--- config.mk ---
export PLATFORM = sky130hd
export DESIGN_NAME = ellipse_vertex_generator_core
export DESIGN_NICKNAME = d
export VERILOG_FILES = /design/src/rtl/evg_pkg.sv /design/src/rtl/ellipse_vertex_generator_core.sv
export SDC_FILE = /design/constraint.sdc
export NUM_CORES = 1
export LEC_CHECK = 0
export BUFFER_PORTS_ARGS = -buffer_cell sky130_fd_sc_hd__buf_2
export CAP_MARGIN = 5
export CORE_MARGIN = 1
export CORE_UTILIZATION = 45
export DETAILED_ROUTE_END_ITERATION = 8
export HOLD_SLACK_MARGIN = 0.02
export SYNTH_ARGS = -nofsm -noshare
export SYNTH_HDL_FRONTEND = slang
export SYNTH_SLANG_ARGS = --single-unit
--- constraint.sdc ---
create_clock -name clk -period 6.7 [get_ports clk]
set_input_delay 0.335 -clock clk [delete_from_list [all_inputs] [get_ports clk]]
set_output_delay 0.335 -clock clk [all_outputs]
set_load 0.01 [all_outputs]
--- src/rtl/evg_pkg.sv ---
// ----------------------------------------------------------------------------
// evg_pkg
// Shared constants and the sequencer state type of the ellipse vertex
// generator.
// ----------------------------------------------------------------------------
package evg_pkg;

  localparam int MAX_QUARTER_POINTS_DEF = 17;
  localparam int FRAC_BITS_DEF          = 16;
  localparam int COORD_W                = 32;
  localparam int COUNT_W                = 8;

  typedef enum logic [3:0] {
    ST_IDLE,
    ST_DIV,
    ST_SQR_LD,
    ST_SQR,
    ST_RT_LD,
    ST_RT,
    ST_MX_LD,
    ST_MX,
    ST_MY_LD,
    ST_MY,
    ST_EMIT
  } evg_state_t;

endpackage

--- src/rtl/ellipse_vertex_generator_core.sv ---
// ----------------------------------------------------------------------------
// ellipse_vertex_generator_core
// Emits the 4(n-1) polygon vertices of an axis-aligned ellipse, one bit per
// cycle through a serial divider, a serial multiplier and a serial root.
// Each vertex passes the radix-2 divider, the square, the bit-pair root and the
//   width and height products in turn; the square and both products share one
//   shift-add multiplier. Work on a vertex starts only once the previous one
//   has entered the output register. A new transaction starts while the last
//   vertex still waits in the output register.
// Reset: synchronous, active low; returns to idle with no result pending.
// ----------------------------------------------------------------------------
module ellipse_vertex_generator_core
  import evg_pkg::*;
#(
  parameter int MAX_QUARTER_POINTS = MAX_QUARTER_POINTS_DEF,
  parameter int FRAC_BITS          = FRAC_BITS_DEF
) (
  input  logic                      clk,
  input  logic                      rst_n,
  input  logic                      in_valid,
  output logic                      in_stall,
  input  logic [COORD_W-1:0]        in_full_width,
  input  logic [COORD_W-1:0]        in_full_height,
  input  logic [COUNT_W-1:0]        in_quarter_points,
  output logic                      out_valid,
  input  logic                      out_stall,
  output logic signed [COORD_W-1:0] out_vertex_x,
  output logic signed [COORD_W-1:0] out_vertex_y,
  output logic                      out_last_vertex
);

  localparam int F       = FRAC_BITS;
  localparam int SEG_MAX = MAX_QUARTER_POINTS - 1;
  localparam int SW      = (SEG_MAX > 1) ? $clog2(SEG_MAX + 1) : 1;
  localparam int IW      = SW + 1;
  localparam int DW      = IW + F;
  localparam int NW      = F + 1;
  localparam int MW      = COORD_W + NW;
  localparam int CW      = $clog2(DW);

  localparam logic [NW-1:0] ONE    = {1'b1, {F{1'b0}}};
  localparam logic [DW-1:0] ONE_DW = {{(DW - NW){1'b0}}, ONE};
  localparam logic [CW-1:0] DIV_LAST = CW'(DW - 1);
  localparam logic [CW-1:0] BIT_LAST = CW'(NW - 1);
  localparam logic [COUNT_W-1:0] N_MAX = COUNT_W'(MAX_QUARTER_POINTS);
  localparam logic [COUNT_W-1:0] N_MIN = COUNT_W'(2);

  evg_state_t state_r, state_nxt;

  logic [COORD_W-1:0] w_r, w_nxt, h_r, h_nxt;
  logic [SW-1:0]      seg_r, seg_nxt;
  logic [IW-1:0]      k_r, k_nxt;
  logic               lower_r, lower_nxt;
  logic [DW-1:0]      div_r, div_nxt;
  logic [SW-1:0]      drem_r, drem_nxt;
  logic [CW-1:0]      cnt_r, cnt_nxt;
  logic [COORD_W-1:0] mcand_r, mcand_nxt;
  logic [NW-1:0]      mplr_r, mplr_nxt;
  logic [MW-1:0]      acc_r, acc_nxt;
  logic [2*NW-1:0]    rad_r, rad_nxt;
  logic [NW-1:0]      root_r, root_nxt;
  logic [NW+1:0]      rrem_r, rrem_nxt;
  logic [NW-1:0]      xmag_r, xmag_nxt;
  logic               xneg_r, xneg_nxt;
  logic [COORD_W-1:0] xres_r, xres_nxt;
  logic [COORD_W-1:0] out_x_r, out_x_nxt, out_y_r, out_y_nxt;
  logic               out_last_r, out_last_nxt;
  logic               out_valid_r, out_valid_nxt;

  logic               in_acc, out_free, cnt_done, last_c;
  logic [COUNT_W-1:0] n_sat;
  logic [IW-1:0]      half_c, k_step;
  logic               lower_step;
  logic [SW:0]        drem_sh;
  logic               div_ge;
  logic               xneg_c;
  logic [DW-1:0]      dmag_c;
  logic [NW-1:0]      xmag_c, x2_c, s_c;
  logic [MW-1:0]      acc_step;
  logic [NW+3:0]      rsh_c, trial_c;
  logic               rt_ge;

  function automatic logic [COORD_W-1:0] half_scale(input logic [MW-1:0] mag,
                                                    input logic neg);
    logic [COORD_W-1:0] q;
    q = mag[MW-1:F+1];
    if (neg) begin
      q = q + COORD_W'(|mag[F:0]);
      q = '0 - q;
    end
    return q;
  endfunction

  assign in_stall = (state_r != ST_IDLE);
  assign in_acc   = in_valid && !in_stall;
  assign out_free = !out_valid_r || !out_stall;
  assign cnt_done = (cnt_r == '0);

  assign n_sat = (in_quarter_points < N_MIN) ? N_MIN :
                 (in_quarter_points > N_MAX) ? N_MAX : in_quarter_points;

  // vertex order: upper half ascending, then lower half descending
  assign half_c = {seg_r, 1'b0};
  assign last_c = lower_r && (k_r == IW'(1));
  always_comb begin
    lower_step = lower_r;
    k_step     = k_r;
    if (!lower_r) begin
      if (k_r == half_c - IW'(1)) begin
        lower_step = 1'b1;
        k_step     = half_c;
      end else begin
        k_step = k_r + IW'(1);
      end
    end else begin
      k_step = k_r - IW'(1);
    end
  end

  // restoring divider step
  assign drem_sh = {drem_r, div_r[DW-1]};
  assign div_ge  = (drem_sh >= {1'b0, seg_r});

  // abscissa magnitude from quotient
  assign xneg_c = (div_r < ONE_DW);
  assign dmag_c = xneg_c ? (ONE_DW - div_r) : (div_r - ONE_DW);
  assign xmag_c = (dmag_c > ONE_DW) ? ONE : dmag_c[NW-1:0];

  // msb-first shift-add multiplier step
  assign acc_step = {acc_r[MW-2:0], 1'b0} +
                    (mplr_r[NW-1] ? {{NW{1'b0}}, mcand_r} : MW'(0));

  // 1 - x^2 from the square
  assign x2_c = acc_r[F+NW-1:F];
  assign s_c  = ONE - x2_c;

  // bit-pair square root step
  assign rsh_c   = {rrem_r, rad_r[2*NW-1 -: 2]};
  assign trial_c = {2'b00, root_r, 2'b01};
  assign rt_ge   = (rsh_c >= trial_c);

  always_comb begin
    state_nxt = state_r;
    case (state_r)
      ST_IDLE:   if (in_valid) state_nxt = ST_DIV;
      ST_DIV:    if (cnt_done) state_nxt = ST_SQR_LD;
      ST_SQR_LD: state_nxt = ST_SQR;
      ST_SQR:    if (cnt_done) state_nxt = ST_RT_LD;
      ST_RT_LD:  state_nxt = ST_RT;
      ST_RT:     if (cnt_done) state_nxt = ST_MX_LD;
      ST_MX_LD:  state_nxt = ST_MX;
      ST_MX:     if (cnt_done) state_nxt = ST_MY_LD;
      ST_MY_LD:  state_nxt = ST_MY;
      ST_MY:     if (cnt_done) state_nxt = ST_EMIT;
      ST_EMIT: begin
        if (out_free) state_nxt = last_c ? ST_IDLE : ST_DIV;
      end
      default:   state_nxt = ST_IDLE;
    endcase
  end

  always_comb begin
    w_nxt        = w_r;
    h_nxt        = h_r;
    seg_nxt      = seg_r;
    k_nxt        = k_r;
    lower_nxt    = lower_r;
    div_nxt      = div_r;
    drem_nxt     = drem_r;
    cnt_nxt      = cnt_r;
    mcand_nxt    = mcand_r;
    mplr_nxt     = mplr_r;
    acc_nxt      = acc_r;
    rad_nxt      = rad_r;
    root_nxt     = root_r;
    rrem_nxt     = rrem_r;
    xmag_nxt     = xmag_r;
    xneg_nxt     = xneg_r;
    xres_nxt     = xres_r;
    out_x_nxt    = out_x_r;
    out_y_nxt    = out_y_r;
    out_last_nxt = out_last_r;
    out_valid_nxt = out_valid_r && out_stall;
    case (state_r)
      ST_IDLE: begin
        if (in_valid) begin
          w_nxt     = in_full_width;
          h_nxt     = in_full_height;
          seg_nxt   = SW'(n_sat - COUNT_W'(1));
          k_nxt     = '0;
          lower_nxt = 1'b0;
          div_nxt   = '0;
          drem_nxt  = '0;
          cnt_nxt   = DIV_LAST;
        end
      end
      ST_DIV: begin
        drem_nxt = div_ge ? SW'(drem_sh - {1'b0, seg_r}) : drem_sh[SW-1:0];
        div_nxt  = {div_r[DW-2:0], div_ge};
        cnt_nxt  = cnt_r - CW'(1);
      end
      ST_SQR_LD: begin
        xmag_nxt  = xmag_c;
        xneg_nxt  = xneg_c;
        mcand_nxt = {{(COORD_W - NW){1'b0}}, xmag_c};
        mplr_nxt  = xmag_c;
        acc_nxt   = '0;
        cnt_nxt   = BIT_LAST;
      end
      ST_SQR, ST_MX, ST_MY: begin
        acc_nxt  = acc_step;
        mplr_nxt = {mplr_r[NW-2:0], 1'b0};
        cnt_nxt  = cnt_r - CW'(1);
      end
      ST_RT_LD: begin
        rad_nxt  = {1'b0, s_c, {F{1'b0}}};
        root_nxt = '0;
        rrem_nxt = '0;
        cnt_nxt  = BIT_LAST;
      end
      ST_RT: begin
        rrem_nxt = rt_ge ? (NW+2)'(rsh_c - trial_c) : rsh_c[NW+1:0];
        root_nxt = {root_r[NW-2:0], rt_ge};
        rad_nxt  = {rad_r[2*NW-3:0], 2'b00};
        cnt_nxt  = cnt_r - CW'(1);
      end
      ST_MX_LD: begin
        root_nxt  = (root_r > ONE) ? ONE : root_r;
        mcand_nxt = w_r;
        mplr_nxt  = xmag_r;
        acc_nxt   = '0;
        cnt_nxt   = BIT_LAST;
      end
      ST_MY_LD: begin
        xres_nxt  = half_scale(acc_r, xneg_r);
        mcand_nxt = h_r;
        mplr_nxt  = root_r;
        acc_nxt   = '0;
        cnt_nxt   = BIT_LAST;
      end
      ST_EMIT: begin
        if (out_free) begin
          out_x_nxt     = xres_r;
          out_y_nxt     = half_scale(acc_r, lower_r);
          out_last_nxt  = last_c;
          out_valid_nxt = 1'b1;
          k_nxt         = k_step;
          lower_nxt     = lower_step;
          div_nxt       = {k_step, {F{1'b0}}};
          drem_nxt      = '0;
          cnt_nxt       = DIV_LAST;
        end
      end
      default: begin
        out_valid_nxt = 1'b0;
      end
    endcase
  end

  always_ff @(posedge clk) begin
    if (!rst_n) begin
      state_r     <= ST_IDLE;
      out_valid_r <= 1'b0;
      cnt_r       <= '0;
    end else begin
      state_r     <= state_nxt;
      out_valid_r <= out_valid_nxt;
      cnt_r       <= cnt_nxt;
    end
  end

  always_ff @(posedge clk) begin
    w_r        <= w_nxt;
    h_r        <= h_nxt;
    seg_r      <= seg_nxt;
    k_r        <= k_nxt;
    lower_r    <= lower_nxt;
    div_r      <= div_nxt;
    drem_r     <= drem_nxt;
    mcand_r    <= mcand_nxt;
    mplr_r     <= mplr_nxt;
    acc_r      <= acc_nxt;
    rad_r      <= rad_nxt;
    root_r     <= root_nxt;
    rrem_r     <= rrem_nxt;
    xmag_r     <= xmag_nxt;
    xneg_r     <= xneg_nxt;
    xres_r     <= xres_nxt;
    out_x_r    <= out_x_nxt;
    out_y_r    <= out_y_nxt;
    out_last_r <= out_last_nxt;
  end

  assign out_valid       = out_valid_r;
  assign out_vertex_x    = $signed(out_x_r);
  assign out_vertex_y    = $signed(out_y_r);
  assign out_last_vertex = out_last_r;

  a_accept_starts_run: assert property (@(posedge clk) disable iff (!rst_n)
    in_acc |=> (state_r == ST_DIV) && (k_r == '0) && !lower_r)
    else $error("transaction accept did not start the vertex run at index zero");

  a_xmag_bound: assert property (@(posedge clk) disable iff (!rst_n)
    (state_r == ST_SQR) |-> (xmag_r <= ONE))
    else $error("normalized abscissa magnitude above one");

  a_root_bound: assert property (@(posedge clk) disable iff (!rst_n)
    (state_r == ST_MY_LD) |-> (root_r <= ONE))
    else $error("square root result above one");

  a_last_lower: assert property (@(posedge clk) disable iff (!rst_n)
    (out_valid_r && out_last_r) |-> (out_vertex_y <= 0))
    else $error("final vertex not in the lower half");

endmodule
# --- Word level (Yosys, flattened, before mapping) ---
# Cells that the tools add are included.
totals:
  out_inout_bits: 67
  reg_bits: 396
  in_bits: 76
  wordCells: 137
op_classes:
  addsub: 13
  reduce_logical: 29
  order_cmp: 7
  n_eq_ne: 20
  muxes: 46
op_table:
  columns: ["cell", "n"]
  rows:
  - ["$pmux W49 S2", 1]
  - ["$mux W32", 3]
  - ["$pmux W32 S3", 1]
  - ["$pmux W17 S4", 1]
  - ["$pmux W34 S2", 1]
  - ["$mux W22", 3]
  - ["$pmux W22 S3", 1]
  - ["$pmux W17 S3", 1]
  - ["$add A49 B32 Y49", 1]
  - ["$pmux W4 S11", 1]
  - ["$pmux W19 S2", 1]
  - ["$mux W5", 7]
  - ["$mux W17", 2]
  - ["$add A32 B1 Y32", 1]
  - ["$sub A1 B32 Y32 const A", 1]
  - ["$mux W4", 7]
  - ["$mux W6", 4]
  - ["$gt A22 B17 Y1 const B", 1]
  - ["$lt A22 B17 Y1 const B", 1]
  - ["$sub A17 B22 Y22 const A", 1]
  - ["$sub A22 B17 Y22 const B", 1]
  - ["$ge A21 B19 Y1", 1]
  - ["$pmux W5 S4", 1]
  - ["$mux W19", 1]
  - ["other kinds (37)", 71]

# --- Depth between registers and ports, before layout ---
# Gate-level depths: netlist of the first run.
logic_depth:
  ltp_word: 6
  depth_mapped: 16
  depth_no_buf: 16

# --- Worst setup path before layout of the first run ---
# Ideal clock, no wire load.
synth_path:
  kind: "register -> register"
  start: "register state_r[0]"
  end: "register out_last_r, in the netlist out_last_vertex (enable)"
  setup_time_ns: 0.509
  t_required_ns: 6.191
  synth_period_minus_slack_ns: 4.681
  n_path_buf: 3
  arrival_time_ns: 4.171
  stages_incl_launch_ff: 6
  path_slack_ns: 2.019
  cell_sequence: "dfxtp_1 clkbuf_1 clkbuf_1 nand4bb_1 clkbuf_1 a21oi_1"
synth_between:
  elab_chain_len: 2
synth_lines:
  columns: ["element", "line_no", "text"]
  rows:
  - ["start: declaration", "ellipse_vertex_generator_core.sv:48", "evg_state_t state_r, state_nxt;"]
  - ["start signal: assignment", "ellipse_vertex_generator_core.sv:266", "state_r <= state_nxt;"]
  - ["$eq A4 B4 Y1", "ellipse_vertex_generator_core.sv:184", "case (state_r)"]
  - ["$reduce_and A2 Y1 (no source line)", null, null]
  - ["end signal: assignment", "ellipse_vertex_generator_core.sv:291", "out_last_r <= out_last_nxt;"]
  - ["end: declaration", "ellipse_vertex_generator_core.sv:67", "logic out_last_r, out_last_nxt;"]
# Every way passes these cells.
# A chain may end at the register's enable or synchronous reset.

# --- Final worst setup path of the first run ---
layout_path:
  start: "register acc_r[16]"
  end: "register out_y_r[31], in the netlist out_vertex_y[31] (data pin)"
layout_between:
  elab_chain_len: 4
layout_lines:
  columns: ["element", "line_no", "text"]
  rows:
  - ["start: declaration", "ellipse_vertex_generator_core.sv:59", "logic [MW-1:0] acc_r, acc_nxt;"]
  - ["start signal: assignment", "ellipse_vertex_generator_core.sv:282", "acc_r <= acc_nxt;"]
  - ["$reduce_or A17 Y1", "ellipse_vertex_generator_core.sv:88", "q = q + COORD_W'(|mag[F:0]);"]
  - ["$add A32 B1 Y32", "ellipse_vertex_generator_core.sv:88", null]
  - ["$sub A1 B32 Y32", "ellipse_vertex_generator_core.sv:89", "q = '0 - q;"]
  - ["$mux W32", "ellipse_vertex_generator_core.sv:87", "if (neg) begin"]
  - ["end signal: assignment", "ellipse_vertex_generator_core.sv:290", "out_y_r <= out_y_nxt;"]
  - ["end: declaration", "ellipse_vertex_generator_core.sv:66", "logic [COORD_W-1:0] out_x_r, out_x_nxt, out_y_r, out_y_nxt;"]
# Every way passes these cells.

==> results.sh, run 1 <==
export IMPL_final_net_count=2298
export IMPL_core_area_um2=45800
export IMPL_internal_power_mw=6.83
export IMPL_synth_top_family_by_area="compound AO/OA/AOI/OAI gates"
export IMPL_netlist_area_leader_share=0.527
export IMPL_met1_usage=0.280
export IMPL_final_min_clock_period_ns=4.78
export IMPL_use_met3=0.0260
export IMPL_ant_nets=0
export IMPL_die_y_um=218
export IMPL_viasPerCell=5.54
export IMPL_relSlewSlack=0.272
export IMPL_setup_viol=0
export IMPL_p_sw_mw=4.51
export IMPL_crit_buf_inv=1
export IMPL_antenna_found_initial=1
export IMPL_finalSetupTns_ns=0
export IMPL_total_power_mw=11.3
export IMPL_synth_most_common_cell="edfxtp_1"
export IMPL_start_util=0.460
export IMPL_combPwrFrac=0.444
export IMPL_grt_start_max_net_pins=83
export IMPL_grt_usage=0.207
export IMPL_numCtsBuffers=41
export IMPL_die_x_um=218
export IMPL_htree_levels=2
export IMPL_path_class="reg2reg"
export IMPL_vias=15100
export IMPL_cp_top_family="compound AO/OA/AOI/OAI gates"
export IMPL_gr_max_usage_layer="met2"
export IMPL_worst_pin_slew_ns=1.09
export IMPL_synth_avg_cell_area_um2=11.1
export IMPL_regArea_um2=11300
export IMPL_powerDensity_nw_per_um2=466
export IMPL_max_cap_violations=0
export IMPL_ioPinCount=143
export IMPL_holdWs_ns=0.0614
export IMPL_clockBufferDepth=3
export IMPL_synth_compound_area_frac=0.147
export IMPL_first_pass_iters=6
export IMPL_cts_root_buf="clkbuf_16"
export IMPL_worst_ep_required_time_ns=7.01
export IMPL_p_leak_nw=9.32
export IMPL_design_area_um2=24400
export IMPL_cp_slowest_cell="a2111oi_0"
export IMPL_rows=78
export IMPL_slew_viol_final=0
export IMPL_synth_flop_cell="edfxtp_1"
export IMPL_synth_simple_area_share=0.138
export IMPL_synth_top_area_cell="edfxtp_1"
export IMPL_dpl_cell_area_um2=22400
export IMPL_outcome="complete, no violations"
export IMPL_cp_end_kind="flip-flop"
export IMPL_port_buffers=142
export IMPL_wl_mm=48.7
export IMPL_peakVddDrop_v=0.000204
export IMPL_synthMuxAreaShare=0.0191
export IMPL_synth_top_cells_by_count="edfxtp_1 (370), nor2_1 (214), a21oi_1 (131)"
export IMPL_finalHoldViolCount=0
export IMPL_tritoncts="yes"
export IMPL_drt_iter0_markers=1077
export IMPL_synth_seq_cells=380
export IMPL_fillCellCount=3925
export IMPL_slowest_delay_ns=0.82
export IMPL_wire_per_inst_um=17.9
export IMPL_ys_types=75
export IMPL_critical_path_arrival_ns=5.09
export IMPL_synth_xor_area_frac=0.0494
export IMPL_synth_edf_count=370
export IMPL_fmax_mhz=209
export IMPL_syn_num_nets=2110
export IMPL_synth_area_leaders="edfxtp_1 (53%), ha_1 (7.6%), nor2_1 (3.8%)"
export IMPL_timing_critical_path_mode_cell="ha_1"
export IMPL_finalClockSkew_ns=0.0203
export IMPL_ys_seq_area_frac=0.537
export IMPL_grt_pass1_vias=14800
export IMPL_cts_sinks=380
export IMPL_cp_max_fo=4
export IMPL_multi_input_area_um2=9120
export IMPL_crit_chain="nor4_1, nand4_1, nor4_1, ha_1, ha_1, inv_1, ha_1, nor2_1, o211ai_1, a31oi_1, o21ai_0, a2111oi_0, nor3_1, a211oi_1, a21o_1, nand3_1"
export IMPL_clk_pin_slew_worst_paths_ns=0.06
export IMPL_swShare=0.398
export IMPL_netlist_instances=1904
export IMPL_finalCritPeriodShare=0.713
export IMPL_gp_congestion=0.882
export IMPL_grt_overflow=0
export IMPL_pwr_share_clk=0.198
export IMPL_synth_area_um2=21100
export IMPL_p_seq_frac=0.357
export IMPL_synthAdderAreaFrac=0.0779
export IMPL_die_area_um2=47700
export IMPL_dp_hpwl_mm=34.0
export IMPL_drc=0
export IMPL_crit_path_start_kind="flip-flop"
export IMPL_rsz0062_at_grt="no"
export IMPL_synth_warnings=0
export IMPL_ys_async_sr_fraction=0
export IMPL_grt_pass1_wl_mm=78.2
export IMPL_layout_drive_gt1_share=0.124
export IMPL_use_met2=0.345
export IMPL_clk_latency_ns=0.58
export IMPL_holdCritPathClass="in2reg"
export IMPL_area_growth_pct=15.6
-- final cells by class --
type                    count  share of cell area
diodes                      1            0.000103
multi-input cells        1346               0.374
well taps                 600              0.0308
inverters                 102              0.0157
repair buffers            221              0.0601
flip-flops and latches    380               0.464
clock inverters            24             0.00950
clock buffers              52              0.0451
-- sequential cells by signal, indices dropped and copies added (netlist names), 22 cells and up --
name and cells:
mcand_r 32, h_r 32, out_vertex_y 32, w_r 32, xres_r 32, acc_r 49, out_vertex_x 32, div_r 22
-- worst reg2reg max path, delay by kind of cell, from the launching register on --
family,cells,cell delay [ns]
AND/OR/NAND/NOR,6,1.41
AO/OA/AOI/OAI,6,1.92
flip-flops,1,0.47
buffers and inverters,1,0.06
adder cells (fa/ha/maj),3,0.64
-- through the flow --
step                      utilization  cells  worst slack, ns
after floorplan                     -   1904             2.02
after global placement          0.489   2585             1.89
after detailed placement        0.489   2585             1.83
after CTS                       0.532   2725             1.80
after global routing            0.532   2725             1.47
final                           0.532   2726             1.92
-- final timing paths --
kind / to / slack, ns / start / cells after the start
worst max-delay path: out_vertex_y[31] / 1.92 / acc_r[16] / 16
worst min-delay path: out_valid / 0.06 / out_stall / 3
worst max register to register: out_vertex_y[31] / 1.92 / acc_r[16] / 16
worst min register to register: out_vertex_x[20] / 0.42 / xres_r[20] / 0
-- placed cells by master, fill, tap and decap left out, drive strengths merged, types with 51 or more instances in the layout --
| cell type | synthesis | final |
|---|---|---|
| edfxtp | 370 | 370 |
| nor2 | 214 | 214 |
| buf | 6 | 157 |
| a21oi | 131 | 131 |
| ha | 128 | 128 |
| o21ai | 107 | 107 |
| inv | 101 | 102 |
| xnor2 | 85 | 85 |
| nand2 | 84 | 84 |
| dlygate4sd3 | 0 | 64 |
| clkbuf | 70 | 52 |
| and2 | 51 | 51 |
-- logic make-up (layout without fill, tap and decap cells) --
| family | Yosys count | after routing |
|---|---|---|
| AO/OA/AOI/OAI | 476 | 476 |
| XOR/XNOR | 119 | 119 |
| adder cells (fa/ha/maj) | 130 | 130 |
| buffers and inverters | 178 | 399 |
| flip-flops | 380 | 380 |
| multiplexers | 38 | 38 |
| other | 0 | 1 |
| AND/OR/NAND/NOR | 583 | 583 |
-- per-layer routing --
| layer | vias up | share of wire | wire length (um) |
|---|---|---|---|
| li1 | 7442 | - | - |
| met1 | 7226 | 0.46 | 22300 |
| met2 | 359 | 0.48 | 23400 |
| met3 | 74 | 0.041 | 2010 |
| met4 | 0 | 0.022 | 1070 |
| met5 | - | 0 | 0 |
-- power by group through the flow --
stage / clock, mW / combinational (mW) / sequential (mW)
final: 2.25 / 5.04 / 4.05
after CTS: 2.31 / 5.06 / 4.05
after global placement: 0 / 4.95 / 4.08
after detailed placement: 0 / 4.99 / 4.09
after global routing: 2.40 / 5.69 / 4.13
after floorplan: 0 / 3.93 / 3.87
-- repair_timing --
item,4_1_cts,5_1_grt
setup buffers,0,0
gates resized for setup,0,0
hold buffers,64,0
hold endpoints to repair,64,0
Note: power is estimated with default switching activity, not from simulation.
==> run 2, diff against run 1 <==
Settings changed: ABC_AREA from default to 1.
Clock period 6.7 ns to 4.2 ns, I/O delays scaled along.
==> run 2 against run 1 <==
  * Area after synthesis is 5.4% higher
  * Non-clock buffer count is 14 higher
  * Worst setup slack worse by 1.3 ns
  * Sequential power is 80% higher
  * Synthesized cell count is 32% higher
  * Die area is 5.3% higher
  * Combinational power is 130% higher
  * Critical endpoint is now xres_r[29]
  * Highest routed layer is now met5
  * Final cell count is 26% higher
  * Cell area is 6.8% higher
==> results.sh, run 2 <==
export IMPL_outcome="complete, no violations"
export IMPL_area_growth_pct=17.1
export IMPL_ys_types=46
export IMPL_start_util=0.455
export IMPL_combPwrFrac=0.499
export IMPL_rrSetupSlack_ns=0.66
export IMPL_die_y_um=224
export IMPL_gp_congestion=0.975
export IMPL_fmax_mhz=283
export IMPL_numCtsBuffers=44
export IMPL_grt_usage=0.241
export IMPL_antenna_cells=0
export IMPL_r2r_cells=16
export IMPL_path_class="reg2reg"
export IMPL_critPathCapture="xres_r[29]"
export IMPL_syn_num_nets=2726
export IMPL_peakVddDrop_v=0.000465
export IMPL_synth_most_common_cell="nand2_1"
export IMPL_first_pass_iters=6
export IMPL_p_leak_nw=10.9
export IMPL_synth_area_leaders="edfxtp_1 (50%), nand2_1 (8.9%), ha_1 (7.2%)"
export IMPL_layout_drive_gt1_share=0.0981
export IMPL_synth_area_um2=22200
export IMPL_clockBufferDepth=3
export IMPL_worst_pin_slew_ns=0.985
export IMPL_vias=18200
export IMPL_holdCritPathClass="in2reg"
export IMPL_synth_edf_count=370
export IMPL_clk_latency_ns=0.60
export IMPL_swShare=0.458
export IMPL_critical_path_arrival_ns=3.85
export IMPL_rows=81
export IMPL_mostFrequentLayoutCell="nand2_1"
export IMPL_clk_pin_slew_worst_paths_ns=0.06
export IMPL_p_sw_mw=10.5
export IMPL_dp_hpwl_mm=44.5
export IMPL_pwr_share_clk=0.183
export IMPL_netlist_instances=2520
export IMPL_cp_max_fo=3
export IMPL_relSlewSlack=0.343
export IMPL_internal_power_mw=12.4
export IMPL_finalCritPeriodShare=0.842
export IMPL_place_inst=3297
export IMPL_worst_ep_required_time_ns=4.51
export IMPL_total_power_mw=22.9
export IMPL_layout_common_cells="nand2_1 (524), edfxtp_1 (370), nor2_1 (327)"
export IMPL_holdWs_ns=0.0577
export IMPL_ioPinCount=143
export IMPL_htree_levels=2
export IMPL_rr_startpoint="acc_r[1]"
export IMPL_rsz0062_at_grt="no"
export IMPL_viasPerCell=5.27
export IMPL_fin_cells=3446
export IMPL_largest_register_ffs=49
export IMPL_synth_top_area_cell="edfxtp_1"
export IMPL_fin_util=0.533
export IMPL_antenna_found_initial=2
export IMPL_wire_per_inst_um=17.5
export IMPL_r2r_end="xres_r[29]"
export IMPL_die_x_um=224
export IMPL_largest_register="acc_r"
export IMPL_synth_warnings=0
export IMPL_synth_avg_cell_area_um2=8.82
export IMPL_critPathLaunch="acc_r[1]"
export IMPL_final_min_clock_period_ns=3.54
export IMPL_drc=0
export IMPL_finalHoldViolCount=0
export IMPL_cp_end_kind="flip-flop"
export IMPL_synth_top_cells_by_count="nand2_1 (526), edfxtp_1 (370), nor2_1 (331)"
export IMPL_p_seq_frac=0.318
export IMPL_finalSetupTns_ns=0
export IMPL_grt_pass1_wl_mm=94.7
export IMPL_finalClockSkew_ns=0.0276
export IMPL_max_cap_violations=0
export IMPL_wl_mm=60.3
export IMPL_grt_start_max_net_pins=67
export IMPL_synth_seq_cells=380
export IMPL_netlist_area_leader_share=0.500
export IMPL_crit_path_start_kind="flip-flop"
export IMPL_cts_sinks=380
export IMPL_cts_root_buf="clkbuf_16"
export IMPL_ys_async_sr_fraction=0
export IMPL_core_area_um2=48800
export IMPL_die_area_um2=50300
export IMPL_slew_viol_final=0
export IMPL_final_net_count=2952
export IMPL_grt_pass1_vias=17600
export IMPL_cts_resized=0
export IMPL_tritoncts="yes"
export IMPL_ys_seq_area_frac=0.509
export IMPL_port_buffers=142
export IMPL_powerDensity_nw_per_um2=881
export IMPL_synth_flop_cell="edfxtp_1"
export IMPL_setup_viol=0
export IMPL_ant_nets=0
export IMPL_drt_iter0_markers=1336
export IMPL_grt_overflow=0
[run 2: cell types whose count changed after synthesis, sizes merged, moves of 24 or more]
cell and change:
and2 -51, nand4 +36, o21ai +83, inv +204
clkbuf -29, xnor2 -66, nand2 +445, nor2 +124
a21o -35, a21oi +48, nand3 +90, and3 -24
[run 2: worst max-delay path: stages (launching register included)]
cell	delay (ns)
edfxtp_1	0.44
nor4_1	0.47
nand4_1	0.29
nor2_1	0.18
ha_1	0.20
ha_1	0.15
inv_1	0.06
ha_1	0.20
o31ai_1	0.40
a21o_1	0.24
nand2_1	0.07
nand2_1	0.15
nand3b_1	0.14
nand2_1	0.08
nand2_1	0.06
nand3_1	0.07
o21ai_0	0.09
[run 2: worst min-delay path by stage]
stage                     slack [ns]        to                 start  cells after the start
final                           0.06  seg_r[0]  in_quarter_points[0]                      2
after global routing            0.09  seg_r[0]  in_quarter_points[0]                      2
after CTS                       0.03  seg_r[0]  in_quarter_points[0]                      2
after detailed placement        0.39    w_r[2]      in_full_width[2]                      1
after global placement          0.39    w_r[8]      in_full_width[8]                      1
after floorplan                 0.31    h_r[0]     in_full_height[0]                      0
[run 2: metal layers]
layer / GRT usage / vias to the layer above / routed length [um] / share of wire
li1: - / 9069 / - / -
met1: 0.336 / 8491 / 28200 / 0.47
met2: 0.388 / 514 / 26900 / 0.45
met3: 0.0352 / 80 / 3630 / 0.060
met4: 0.0744 / 2 / 1570 / 0.026
met5: 0 / - / 11 / 0.00018
[run 2: stage by stage]
stage          area (um^2)  worst slack (ns)
2_1_floorplan        22200            0.0171
3_5_place_dp         23800             0.765
4_1_cts              26000             0.742
6_report             26000             0.664
3_3_place_gp         23800             0.843
5_1_grt              26000             0.376
[run 2: area by class of cell]
type                    count  area, um^2
fillers                  4631       22800
inverters                 310        1160
well taps                 664         831
clock buffers              51        1130
repair buffers            235        1590
flip-flops and latches    380       11300
multi-input cells        1775        9550
clock inverters            31         450
[run 2: power groups by stage]
| stage | Combinational, mW | Clock (mW) | Sequential, mW |
|---|---|---|---|
| 2_1_floorplan | 8.19 | 0 | 6.94 |
| 3_3_place_gp | 11.2 | 0 | 7.32 |
| 3_5_place_dp | 11.3 | 0 | 7.35 |
| 4_1_cts | 11.4 | 4.29 | 7.28 |
| 5_1_grt | 12.9 | 4.42 | 7.41 |
| 6_report | 11.4 | 4.19 | 7.29 |
[run 2: logic make-up after synthesis]
logic type / count (synthesis) / synth area share
AND/OR/NAND/NOR: 1110 / 0.208
AO/OA/AOI/OAI: 470 / 0.120
flip-flops: 380 / 0.509
buffers and inverters: 365 / 0.0631
adder cells (fa/ha/maj): 130 / 0.0739
XOR/XNOR: 65 / 0.0256
[run 2: what timing repair did]
action | in CTS | in global routing
endpoints found under the hold margin | 73 | 0
buffers inserted | 0 | 0
endpoints found under the setup margin | 0 | 0
hold buffers | 67 | 0
